## src/rtl/pxau_pkg.sv

```systemverilog
// Package of the pixel arithmetic unit.
// Holds widths, operation codes and register indexes; depends on nothing.
`default_nettype none

package pxau_pkg;

  // Default width of one pixel channel.
  localparam int unsigned PXAU_PIXEL_BITS = 8;

  // Configuration port and register widths.
  localparam int unsigned CFG_INDEX_BITS = 3;
  localparam int unsigned CFG_DATA_BITS  = 8;
  localparam int unsigned MODE_BITS      = 3;
  localparam int unsigned COEF_BITS      = 8;

  // Operation selected by the mode register.
  typedef enum logic [MODE_BITS-1:0] {
    MODE_ADD     = 3'd0,
    MODE_SUB     = 3'd1,
    MODE_COMPL   = 3'd2,
    MODE_DIV     = 3'd3,
    MODE_MUL     = 3'd4,
    MODE_LIN     = 3'd5,
    MODE_ABSDIFF = 3'd6,
    MODE_BLACK   = 3'd7
  } mode_e;

  // Register indexes on the configuration port.
  typedef enum logic [CFG_INDEX_BITS-1:0] {
    REG_MODE        = 3'd0,
    REG_DIVISOR     = 3'd1,
    REG_GAIN        = 3'd2,
    REG_COEF_FIRST  = 3'd3,
    REG_COEF_SECOND = 3'd4
  } reg_index_e;

endpackage

`default_nettype wire

```

## src/rtl/pxau_if.sv

```systemverilog
// Stream and configuration interfaces of the pixel arithmetic unit.
// Depends on pxau_pkg for the default pixel width and register port widths.
`default_nettype none

// Input channel: one pixel pair per transfer.
interface pxau_pixel_in_if
  import pxau_pkg::*;
#(
  parameter int unsigned PIXEL_BITS = PXAU_PIXEL_BITS
) ();
  logic                  valid;
  logic                  ready;
  logic [PIXEL_BITS-1:0] pixel_first;
  logic [PIXEL_BITS-1:0] pixel_second;

  modport source (output valid, output pixel_first, output pixel_second, input ready);
  modport sink   (input valid, input pixel_first, input pixel_second, output ready);
endinterface

// Output channel: one result pixel per transfer.
interface pxau_pixel_out_if
  import pxau_pkg::*;
#(
  parameter int unsigned PIXEL_BITS = PXAU_PIXEL_BITS
) ();
  logic                  valid;
  logic                  ready;
  logic [PIXEL_BITS-1:0] pixel_out;

  modport source (output valid, output pixel_out, input ready);
  modport sink   (input valid, input pixel_out, output ready);
endinterface

// Configuration write channel.
interface pxau_cfg_if
  import pxau_pkg::*;
();
  logic                      valid;
  logic                      ready;
  logic [CFG_INDEX_BITS-1:0] index;
  logic [CFG_DATA_BITS-1:0]  data;

  modport source (output valid, output index, output data, input ready);
  modport sink   (input valid, input index, input data, output ready);
endinterface

`default_nettype wire

```

## src/rtl/pxau_divider.sv

```systemverilog
// Pipelined restoring divider, one quotient bit per stage.
// Depends on pxau_pkg for the divisor width.
`default_nettype none

module pxau_divider
  import pxau_pkg::*;
#(
  parameter int unsigned PIXEL_BITS = PXAU_PIXEL_BITS
) (
  input  wire logic                     clk_i,
  input  wire logic [PIXEL_BITS-1:0]    en_i,
  input  wire logic [PIXEL_BITS-1:0]    dividend_i,
  input  wire logic [CFG_DATA_BITS-1:0] divisor_i,
  output logic      [PIXEL_BITS-1:0]    quotient_o
);

  // Partial remainder stays below twice the divisor.
  localparam int unsigned REM_BITS = CFG_DATA_BITS + 1;
  localparam int unsigned ACC_BITS = REM_BITS + PIXEL_BITS;

  // Each stage holds {remainder, remaining dividend bits / quotient bits}.
  logic [ACC_BITS-1:0] acc_q [PIXEL_BITS];

  for (genvar k = 0; k < PIXEL_BITS; k++) begin : g_stage
    logic [ACC_BITS-1:0] acc_in;
    logic [ACC_BITS-1:0] acc_sh;
    logic [REM_BITS:0]   trial;
    logic [ACC_BITS-1:0] acc_d;

    if (k == 0) begin : g_first
      assign acc_in = {{REM_BITS{1'b0}}, dividend_i};
    end else begin : g_next
      assign acc_in = acc_q[k-1];
    end

    // Shift in the next dividend bit and try to subtract the divisor.
    always_comb begin
      acc_sh = acc_in << 1;
      trial  = {1'b0, acc_sh[ACC_BITS-1:PIXEL_BITS]}
             - {{(REM_BITS+1-CFG_DATA_BITS){1'b0}}, divisor_i};
      acc_d  = acc_sh;
      if (!trial[REM_BITS]) begin
        acc_d = {trial[REM_BITS-1:0], acc_sh[PIXEL_BITS-1:1], 1'b1};
      end
    end

    always_ff @(posedge clk_i) begin
      if (en_i[k]) begin
        acc_q[k] <= acc_d;
      end
    end
  end

  assign quotient_o = acc_q[PIXEL_BITS-1][PIXEL_BITS-1:0];

endmodule

`default_nettype wire

```

## src/rtl/pixel_arithmetic_unit.sv

```systemverilog
// Pixel arithmetic unit: saturating point operations on two pixel streams.
// Depends on pxau_pkg, the interfaces in pxau_if and pxau_divider.
//
// The unit takes one pixel pair per clock while the output is not stalled and
// returns one clamped pixel per pair. The pipeline depth is set by the divider,
// which resolves one quotient bit per pipeline stage; all other operations
// travel through matching stages so results leave in order. Every stage has its
// own valid bit, so empty stages fill while the output waits and a full pipeline
// holds without loss. Register writes take effect at once and should be made
// only while the unit is empty. Mode 7 gives black, negative results give 0 and
// overflows give the maximum.
`default_nettype none

module pixel_arithmetic_unit
  import pxau_pkg::*;
#(
  parameter int unsigned PIXEL_BITS = PXAU_PIXEL_BITS
) (
  input  wire logic  clk_i,
  input  wire logic  rst_ni,
  pxau_pixel_in_if.sink    pix_in,
  pxau_pixel_out_if.source pix_out,
  pxau_cfg_if.sink         cfg
);

  localparam int unsigned PROD_BITS = PIXEL_BITS + COEF_BITS + 1;
  localparam int unsigned RES_BITS  = PROD_BITS + 1;
  localparam int unsigned LAST      = PIXEL_BITS + 1;
  localparam logic [PIXEL_BITS-1:0] PIXEL_MAX = {PIXEL_BITS{1'b1}};

  // Configuration registers.
  mode_e                     mode_q;
  logic [CFG_DATA_BITS-1:0]  divisor_q;
  logic [COEF_BITS-1:0]      gain_q;
  logic [COEF_BITS-1:0]      coef_first_q;
  logic [COEF_BITS-1:0]      coef_second_q;

  assign cfg.ready = 1'b1;

  always_ff @(posedge clk_i or negedge rst_ni) begin
    if (!rst_ni) begin
      mode_q        <= MODE_ADD;
      divisor_q     <= CFG_DATA_BITS'(1);
      gain_q        <= COEF_BITS'(1);
      coef_first_q  <= COEF_BITS'(1);
      coef_second_q <= COEF_BITS'(1);
    end else if (cfg.valid) begin
      case (reg_index_e'(cfg.index))
        REG_MODE:        mode_q        <= mode_e'(cfg.data[MODE_BITS-1:0]);
        REG_DIVISOR:     divisor_q     <= cfg.data;
        REG_GAIN:        gain_q        <= cfg.data[COEF_BITS-1:0];
        REG_COEF_FIRST:  coef_first_q  <= cfg.data[COEF_BITS-1:0];
        REG_COEF_SECOND: coef_second_q <= cfg.data[COEF_BITS-1:0];
        default: ;
      endcase
    end
  end

  // Per-stage valid bits and load enables; a stage loads when it is empty
  // or when the stage after it moves.
  logic [LAST:0] valid_q;
  logic [LAST:0] en;

  always_comb begin
    en[LAST] = !valid_q[LAST] || pix_out.ready;
    for (int k = LAST - 1; k >= 0; k--) begin
      en[k] = !valid_q[k] || en[k+1];
    end
  end

  assign pix_in.ready = en[0];

  always_ff @(posedge clk_i or negedge rst_ni) begin
    if (!rst_ni) begin
      valid_q <= '0;
    end else begin
      if (en[0]) begin
        valid_q[0] <= pix_in.valid;
      end
      for (int k = 1; k <= LAST; k++) begin
        if (en[k]) begin
          valid_q[k] <= valid_q[k-1];
        end
      end
    end
  end

  // Stage 0: capture the pixels and form the two products.
  logic [PIXEL_BITS-1:0]       a_q;
  logic [PIXEL_BITS-1:0]       b_q;
  mode_e                       mode0_q;
  logic signed [PROD_BITS-1:0] prod_a_q;
  logic signed [PROD_BITS-1:0] prod_b_q;
  logic signed [PROD_BITS-1:0] ext_a;
  logic signed [PROD_BITS-1:0] ext_b;
  logic signed [PROD_BITS-1:0] ext_wa;
  logic signed [PROD_BITS-1:0] ext_wb;
  logic [COEF_BITS-1:0]        weight_b;

  always_comb begin
    weight_b = (mode_q == MODE_MUL) ? gain_q : coef_second_q;
    ext_a    = signed'({{(PROD_BITS-PIXEL_BITS){1'b0}}, pix_in.pixel_first});
    ext_b    = signed'({{(PROD_BITS-PIXEL_BITS){1'b0}}, pix_in.pixel_second});
    ext_wa   = signed'({{(PROD_BITS-COEF_BITS){coef_first_q[COEF_BITS-1]}}, coef_first_q});
    ext_wb   = signed'({{(PROD_BITS-COEF_BITS){weight_b[COEF_BITS-1]}}, weight_b});
  end

  always_ff @(posedge clk_i) begin
    if (en[0]) begin
      a_q      <= pix_in.pixel_first;
      b_q      <= pix_in.pixel_second;
      mode0_q  <= mode_q;
      prod_a_q <= ext_a * ext_wa;
      prod_b_q <= ext_b * ext_wb;
    end
  end

  // Stage 1: exact signed result of every mode but division.
  logic signed [RES_BITS-1:0] res_d;
  logic signed [RES_BITS-1:0] wa;
  logic signed [RES_BITS-1:0] wb;

  always_comb begin
    wa = signed'({{(RES_BITS-PIXEL_BITS){1'b0}}, a_q});
    wb = signed'({{(RES_BITS-PIXEL_BITS){1'b0}}, b_q});
    case (mode0_q)
      MODE_ADD:     res_d = wa + wb;
      MODE_SUB:     res_d = wa - wb;
      MODE_COMPL:   res_d = signed'({{(RES_BITS-PIXEL_BITS){1'b0}}, PIXEL_MAX}) - wb;
      MODE_MUL:     res_d = RES_BITS'(prod_b_q);
      MODE_LIN:     res_d = RES_BITS'(prod_a_q) + RES_BITS'(prod_b_q);
      MODE_ABSDIFF: res_d = (a_q >= b_q) ? (wa - wb) : (wb - wa);
      default:      res_d = '0;
    endcase
  end

  // Stages 1 to PIXEL_BITS: result and mode ride alongside the divider.
  logic signed [RES_BITS-1:0] res_q  [1:PIXEL_BITS];
  mode_e                      mode_pipe_q [1:PIXEL_BITS];

  always_ff @(posedge clk_i) begin
    if (en[1]) begin
      res_q[1]       <= res_d;
      mode_pipe_q[1] <= mode0_q;
    end
    for (int k = 2; k <= PIXEL_BITS; k++) begin
      if (en[k]) begin
        res_q[k]       <= res_q[k-1];
        mode_pipe_q[k] <= mode_pipe_q[k-1];
      end
    end
  end

  logic [PIXEL_BITS-1:0] quotient;

  pxau_divider #(
    .PIXEL_BITS (PIXEL_BITS)
  ) u_divider (
    .clk_i      (clk_i),
    .en_i       (en[PIXEL_BITS:1]),
    .dividend_i (b_q),
    .divisor_i  (divisor_q),
    .quotient_o (quotient)
  );

  // Last stage: clamp to the pixel range and pick the result.
  logic [PIXEL_BITS-1:0] clamped;
  logic [PIXEL_BITS-1:0] pixel_out_d;
  logic [PIXEL_BITS-1:0] pixel_out_q;
  logic signed [RES_BITS-1:0] res_last;

  always_comb begin
    res_last = res_q[PIXEL_BITS];
    if (res_last[RES_BITS-1]) begin
      clamped = '0;
    end else if (res_last[RES_BITS-2:PIXEL_BITS] != '0) begin
      clamped = PIXEL_MAX;
    end else begin
      clamped = res_last[PIXEL_BITS-1:0];
    end
    case (mode_pipe_q[PIXEL_BITS])
      MODE_DIV:   pixel_out_d = quotient;
      MODE_BLACK: pixel_out_d = '0;
      default:    pixel_out_d = clamped;
    endcase
  end

  always_ff @(posedge clk_i) begin
    if (en[LAST]) begin
      pixel_out_q <= pixel_out_d;
    end
  end

  assign pix_out.valid     = valid_q[LAST];
  assign pix_out.pixel_out = pixel_out_q;

endmodule

`default_nettype wire

```

## src/flat_wrapper.sv

```systemverilog
// flat-port wrapper written by rule: the top's interface ports become plain ports
module pixel_arithmetic_unit_flat import pxau_pkg::*;
#(
  parameter int unsigned PIXEL_BITS = PXAU_PIXEL_BITS
)
  (clk_i, rst_ni, pix_in_valid, pix_in_pixel_first, pix_in_pixel_second, pix_in_ready, pix_out_valid, pix_out_pixel_out, pix_out_ready, cfg_valid, cfg_index, cfg_data, cfg_ready);
  pxau_pixel_in_if #(.PIXEL_BITS(PIXEL_BITS)) pix_in_i ();
  pxau_pixel_out_if #(.PIXEL_BITS(PIXEL_BITS)) pix_out_i ();
  pxau_cfg_if cfg_i ();
  input  wire logic clk_i;
  input  wire logic rst_ni;
  input wire logic [$bits(pix_in_i.valid)-1:0] pix_in_valid;
  input wire logic [$bits(pix_in_i.pixel_first)-1:0] pix_in_pixel_first;
  input wire logic [$bits(pix_in_i.pixel_second)-1:0] pix_in_pixel_second;
  output wire logic [$bits(pix_in_i.ready)-1:0] pix_in_ready;
  output wire logic [$bits(pix_out_i.valid)-1:0] pix_out_valid;
  output wire logic [$bits(pix_out_i.pixel_out)-1:0] pix_out_pixel_out;
  input wire logic [$bits(pix_out_i.ready)-1:0] pix_out_ready;
  input wire logic [$bits(cfg_i.valid)-1:0] cfg_valid;
  input wire logic [$bits(cfg_i.index)-1:0] cfg_index;
  input wire logic [$bits(cfg_i.data)-1:0] cfg_data;
  output wire logic [$bits(cfg_i.ready)-1:0] cfg_ready;
  assign pix_in_i.valid = pix_in_valid;
  assign pix_in_i.pixel_first = pix_in_pixel_first;
  assign pix_in_i.pixel_second = pix_in_pixel_second;
  assign pix_in_ready = pix_in_i.ready;
  assign pix_out_valid = pix_out_i.valid;
  assign pix_out_pixel_out = pix_out_i.pixel_out;
  assign pix_out_i.ready = pix_out_ready;
  assign cfg_i.valid = cfg_valid;
  assign cfg_i.index = cfg_index;
  assign cfg_i.data = cfg_data;
  assign cfg_ready = cfg_i.ready;
  pixel_arithmetic_unit #(.PIXEL_BITS(PIXEL_BITS)) u_core (.clk_i(clk_i), .rst_ni(rst_ni), .pix_in(pix_in_i), .pix_out(pix_out_i), .cfg(cfg_i));
endmodule
```

## config.mk

```make
export PLATFORM = sky130hd
export DESIGN_NAME = pixel_arithmetic_unit_flat
export DESIGN_NICKNAME = d
export VERILOG_FILES = /design/src/rtl/pxau_pkg.sv /design/src/rtl/pxau_if.sv /design/src/rtl/pxau_divider.sv /design/src/rtl/pixel_arithmetic_unit.sv /design/src/flat_wrapper.sv
export SDC_FILE = /design/constraint.sdc
export NUM_CORES = 1
export LEC_CHECK = 0
export BUFFER_PORTS_ARGS = -buffer_cell sky130_fd_sc_hd__clkbuf_2
export CORE_MARGIN = 3
export CORE_UTILIZATION = 35
export CTS_BUF_LIST = sky130_fd_sc_hd__clkbuf_8
export DETAILED_ROUTE_END_ITERATION = 7
export PLACE_DENSITY_LB_ADDON = 0.3
export SLEW_MARGIN = 15
export SYNTH_ARGS = -nofsm -noshare
export SYNTH_HDL_FRONTEND = slang
export SYNTH_SLANG_ARGS = --single-unit
```

## constraint.sdc

```tcl
create_clock -name clk_i -period 4.9 [get_ports clk_i]
set_input_delay 0.245 -clock clk_i [delete_from_list [all_inputs] [get_ports clk_i]]
set_output_delay 0.245 -clock clk_i [all_outputs]
set_load 0.05 [all_outputs]
```

Word-level counts from Yosys, hierarchy flattened
Memory sizes are Yosys's and may differ from the RTL's. Index checks and enable logic that the tools add are counted. Widths: inputs -> output; s select.

Register bits: 106. Memory bits (writable): 304. Logic and storage cells: 110. Memories: 3.

Add/subtract/negate cells: 13. Multipliers: 2. Order comparisons: 1. Equality and inequality tests: 12. Multiplexer cells: 30. Reduce and logical (&&, ||, !) cells: 28.

Memories: u_core.res_q (depth 8, bits a word 18, read ports 8, clocked after Yosys merged registers in 0, write ports 8, line pixel_arithmetic_unit.sv:138) `logic signed [RES_BITS-1:0] res_q [1:PIXEL_BITS];`; u_core.u_divider.acc_q (depth 8, bits a word 17, read ports 8, clocked after Yosys merged registers in 0, write ports 8, line pxau_divider.sv:22) `logic [ACC_BITS-1:0] acc_q [PIXEL_BITS];`; u_core.mode_pipe_q (depth 8, bits a word 3, read ports 8, clocked after Yosys merged registers in 0, write ports 8, line pixel_arithmetic_unit.sv:139) `mode_e mode_pipe_q [1:PIXEL_BITS];`.

Operators by type and width (number): $mux 17 (8); $pmux 18 s6 (1); $sub 9x8->10 (7); $mul 9x8->17 (2); $mux 8 (3); $add 17x17->18 (1); $eq 3x3->1 const B (6); $mux 18 (1); $sub 8x8->9 (2); $mux 1 (16); $pmux 8 s2 (1); $eq 3x2->1 const B (4); $logic_not 1->1 (10); $logic_or 1x1->1 (10); $reduce_and 2->1 (5); $add 8x8->9 (1); $reduce_bool 9->1 (1); $sub 1x8->9 (1); $sub 8x8->9 const A (1); $ge 8x8->1 (1); $eq 3x1->1 const B (2); $logic_not 3->1 (2).

Logic depth before layout (Yosys ltp)
Depth after elaboration: 12. Gate-level depth with buffers: 22.

Cells and area by module
A second synthesis with hierarchy kept.

Cell total of the unflattened synthesis: 1711. Area total of the unflattened synthesis: 22011.1 sq um.

By module, submodules not included: pixel_arithmetic_unit (instances 1, cells each 1228, area each 15504.9 sq um); pxau_divider (instances 1, cells each 483, area each 6506.2 sq um).

Least setup slack after synthesis
OpenSTA, ideal clock, no wires.

Kind: reg2reg. Start: reg u_core.mode_q[1]. End: reg u_core.prod_b_q[16] (data pin). Library setup time: 0.260 ns. Arrival time: 4.843 ns. Path slack: -0.203 ns. Cell stages (with the launch flop): 19. Path buffers: 1. Period minus slack after synthesis: 5.103 ns. Cell sequence: dfrtp_1 -> nor3b_1 -> buf_2 -> mux2i_1 -> or2_2 -> fa_1 -> fa_1 -> inv_1 -> fa_1 -> inv_1 -> fa_1 -> inv_1 -> ha_1 -> o21a_1 -> o21ai_1 -> a221oi_1 -> a211oi_1 -> a21oi_1 -> xnor2_1.

Word-level cells in the longest chain between the ends: 3.

RTL lines: start: declaration (line pixel_arithmetic_unit.sv:32) `mode_e mode_q;`; start signal: assignment (line pixel_arithmetic_unit.sv:49) `REG_MODE: mode_q <= mode_e'(cfg.data[MODE_BITS-1:0]);`; $eq 3x3->1 (line pixel_arithmetic_unit.sv:101) `weight_b = (mode_q == MODE_MUL) ? gain_q : coef_second_q;`; $mux 8 (line pixel_arithmetic_unit.sv:101); $mul 9x8->17 (line pixel_arithmetic_unit.sv:114) `prod_b_q <= ext_b * ext_wb;`; end signal: assignment (line pixel_arithmetic_unit.sv:114); end: declaration (line pixel_arithmetic_unit.sv:93) `logic signed [PROD_BITS-1:0] prod_b_q;`.

Every way passes these cells. A chain may end at the register's enable or synchronous reset.

Worst setup path in the final report
Start: reg u_core.mode_q[1]. End: reg u_core.prod_b_q[15] (data pin).

Same word-level chain as after synthesis.

==> flow_metrics.env <==
export IMPL_status="complete, but fails checks"
export IMPL_violations="setup timing"
export IMPL_finalCritPeriodShare_pct=101
export IMPL_synth_area_leaders="edfxtp_1 48%, ha_1 10%, fa_1 7.7%, dfrtp_1 4.7%, mux2_2 3.1%"
export IMPL_cp_end_kind="register"
export IMPL_grt_pass1_vias=13600
export IMPL_clkTransAtPathRegs_ns=0.06
export IMPL_coreArea_sq_mm=0.0619
export IMPL_yosysUniqueCellTypes=76
export IMPL_synth_top_family_by_area="adder cells"
export IMPL_grt_pass1_wl_mm=69.9
export IMPL_track_usage_pct=13.1
export IMPL_critPathKind="reg -> reg"
export IMPL_maxSlewHeadroom_pct=36.6
export IMPL_ys_ff_latch=394
export IMPL_rsz0062_at_grt="yes"
export IMPL_grt_max_degree=46
export IMPL_cp_cell_sequence="nor3b_2, buf_6, buf_6, mux2i_2, buf_4, buf_6, nor2b_2, fa_1, fa_1, fa_1, inv_2, fa_1, inv_2, ha_4, o21ai_2, nand2b_1, o41ai_4, o211ai_1, nand2_1, xnor2_1"
export IMPL_place_detailed_hpwl_mm=32.6
export IMPL_dpl_instance_area_sq_mm=0.0235
export IMPL_drt_wl_total_mm=42.8
export IMPL_layoutNonFillerInstCount=2774
export IMPL_cts_tree="yes"
export IMPL_syn_instance_count=1715
export IMPL_grt_ovfl_total=0
export IMPL_drc_errors=0
export IMPL_synth_ff_type="edfxtp_1"
export IMPL_clock_sinks=394
export IMPL_dp_cells=2620
export IMPL_avgSynthCellArea_sq_um=12.8
export IMPL_num_vias=13300
export IMPL_nNetsFinal=2189
export IMPL_cts_root_buf="clkbuf_8"
export IMPL_cap_violations=0
export IMPL_power_density_mw_per_mm2=689
export IMPL_layout_min_cycle_time_ns=4.93
export IMPL_yosysWarningCount=0
export IMPL_drt_iter0_markers=480
export IMPL_startpoint_type="register"
export IMPL_total_leakage_power_nw=10.8
export IMPL_syn2layout_area_growth_pct=16.2
export IMPL_drv_slew=0
export IMPL_tightestPinTransition_ns=0.950
export IMPL_fillers=5826
export IMPL_fin_area_sq_mm=0.0255
export IMPL_timing_fmax_mhz=203
export IMPL_muxShareOfSynthArea_pct=4.36
export IMPL_hold_violations=0
export IMPL_synth_xor_area_share_pct=2.47
export IMPL_crit_top_cell="fa_1"
export IMPL_yosys_area_top_type_share_pct=47.7
export IMPL_async_flop_share_pct=11.4
export IMPL_layout_drive_gt1_share_pct=18.0
export IMPL_clk_latency_ns=0.64
export IMPL_critPathSlowestCell="fa_1"
export IMPL_ctsHtreeMaxLevel=3
export IMPL_setup_viol=2
export IMPL_std_cell_rows=91
export IMPL_dieArea_sq_mm=0.0658
export IMPL_critPathMaxStageDelay_ns=0.54
export IMPL_antenna_found_initial=2
export IMPL_initial_core_util_pct=35.5
export IMPL_synth_area_leader_cell="edfxtp_1"
export IMPL_synth_adder_area_share_pct=18.1
export IMPL_synth_edf_count=349
export IMPL_cp_arrival_ns=5.30
export IMPL_cts_buffer_depth=3
export IMPL_ir_drop_v=0.000588
export IMPL_post_route_util_pct=41.2
export IMPL_required_ns=5.26
export IMPL_port_buffers=41
export IMPL_avgViaCountPerCell=4.78
export IMPL_finalHoldWorstSlack_ns=0.0790
export IMPL_multi_input_area_sq_mm=0.00993
export IMPL_yosysSeqAreaShare_pct=52.8
export IMPL_fp_dieH_um=257
export IMPL_cts_made_buffers=68
export IMPL_synth_simple_area_share_pct=9.75
export IMPL_route_antenna_remaining_nets=0
export IMPL_setup_ws_ns=-0.0346
export IMPL_fin_skew_ns=0.0429
export IMPL_seqCellArea_sq_mm=0.0116
export IMPL_cp_max_fo=5
export IMPL_drt_wirelength_per_cell_um=15.4
export IMPL_synth_compound_area_share_pct=9.01
export IMPL_globalplace_congestion=0.902
export IMPL_place_ws_ns=-0.217
export IMPL_hold_path_class="in -> reg"
export IMPL_io_pin_count=43
export IMPL_setup_tns_ns=-0.0489
export IMPL_netlist_area_sq_mm=0.0220
export IMPL_dieWidth_um=257
export IMPL_dr_pass1_iters=4
export IMPL_finalPower_mw=17.6
==> path summary, 6_finish.rpt <==
| check | slack (ns) | endpoint | start | cells after the start |
|---|---|---|---|---|
| max in group asynchronous | 4.18 | u_core.valid_q[4]$_DFFE_PN0P_ | rst_ni | 3 |
| setup / recovery | -0.03 | u_core.prod_b_q[15]$_DFFE_PP_ | u_core.mode_q[1]$_DFFE_PN0P_ | 20 |
| hold / removal | 0.08 | u_core.a_q[5]$_DFFE_PP_ | pix_in_pixel_first[5] | 2 |
| setup reg to reg | -0.03 | u_core.prod_b_q[15]$_DFFE_PP_ | u_core.mode_q[1]$_DFFE_PN0P_ | 20 |
| min in group asynchronous | 0.25 | u_core.coef_first_q[7]$_DFFE_PN0P_ | rst_ni | 3 |
| hold reg to reg | 0.40 | u_core.res_q[0][65]$_DFFE_PP_ | u_core.res_q[0][47]$_DFFE_PP_ | 0 |
==> repair_timing <==
| action | 4_1_cts | 5_1_grt |
|---|---|---|
| hold buffers | 25 | 0 |
| endpoints found under the hold margin | 90 | 0 |
| resized for setup | 28 | 36 |
| endpoints found under the setup margin | 6 | 7 |
| cloned | 0 | 0 |
| pin swaps | 29 | 33 |
| setup buffers | 6 | 6 |
==> cell usage in the layout, fill, tap and decap left out, types with 12 or more instances in the layout <==
cell	n
dfrtp_1	39
o211ai_1	14
nand3_1	26
o21a_1	17
mux2_2	59
buf_4	48
a21o_1	29
and2_1	48
xor2_1	17
nor2b_1	49
xnor2_1	44
nand2_1	87
nand2b_1	36
o21ai_1	12
dlygate4sd3_1	25
fa_1	81
inv_1	188
a211oi_1	19
clkbuf_8	79
o21ai_0	63
nor3_1	16
ha_1	177
clkbuf_2	41
a21oi_1	50
edfxtp_1	349
mux2i_1	21
nor2_1	96
==> cells by family after synthesis <==
logic type,Yosys count
AO/OA/AOI/OAI,283
XOR/XNOR,62
adder cells (fa/ha/maj),268
buffers and inverters,198
flip-flops,394
multiplexers,88
other,2
AND/OR/NAND/NOR,420
==> sequential cells by signal (all words and copies together), names as in the netlist <==
signal and cells:
u_core.u_divider.acc_q 120, u_core.b_q 8, u_core.pix_out.pixel_out 8, u_core.coef_second_q 8, u_core.prod_b_q 17, u_core.a_q 8
u_core.gain_q 8, u_core.mode0_q 3, u_core.mode_q 3, u_core.coef_first_q 8, u_core.mode_pipe_q 24, u_core.prod_a_q 17
u_core.divisor_q 8, u_core.valid_q 10, u_core.res_q 144
==> critical path: cells and delay by family, from the launching register on <==
kind                     cells  cell delay [ns]
adder cells (fa/ha/maj)      5             2.42
buffers and inverters        6             0.65
AND/OR/NAND/NOR              4             0.45
flip-flops                   1             0.39
AO/OA/AOI/OAI                3             0.38
multiplexers                 1             0.23
XOR/XNOR                     1             0.13
==> power breakdown <==
part           leakage, nW  switching (mW)  internal, mW  total [mW]
combinational         5.82            4.53          4.00        8.54
sequential            4.25           0.524          5.58        6.11
clock                0.765            1.31          1.64        2.95
==> area by class of cell <==
type	instances	share of cell area (%)
diodes	1	0.00980
inverters	179	2.63
clock inverters	38	1.10
well taps	837	4.10
clock buffers	79	4.26
flip-flops and latches	394	45.5
repair buffers	121	3.57
multi-input cells	1125	38.9
==> cell usage after synthesis, types with 27 or more instances <==
| cell | number |
|---|---|
| inv_1 | 179 |
| and2_1 | 49 |
| edfxtp_1 | 349 |
| nor2b_1 | 55 |
| nand3_1 | 28 |
| nor2_1 | 96 |
| mux2i_1 | 27 |
| nand2_1 | 88 |
| o21ai_0 | 65 |
| dfrtp_1 | 41 |
| a21o_1 | 29 |
| mux2_2 | 61 |
| fa_1 | 84 |
| a21oi_1 | 53 |
| xnor2_1 | 45 |
| ha_1 | 184 |
| nand2b_1 | 39 |
==> per-layer routing <==
metal | routed length [um] | global-route usage [%] | up-vias
li1 | - | - | 6475
met1 | 18600 | 16.1 | 6448
met2 | 20900 | 22.1 | 231
met3 | 1690 | 3.03 | 101
met4 | 1610 | 5.62 | 2
met5 | 13 | 0 | -
Power figures use the tool's default switching activity.
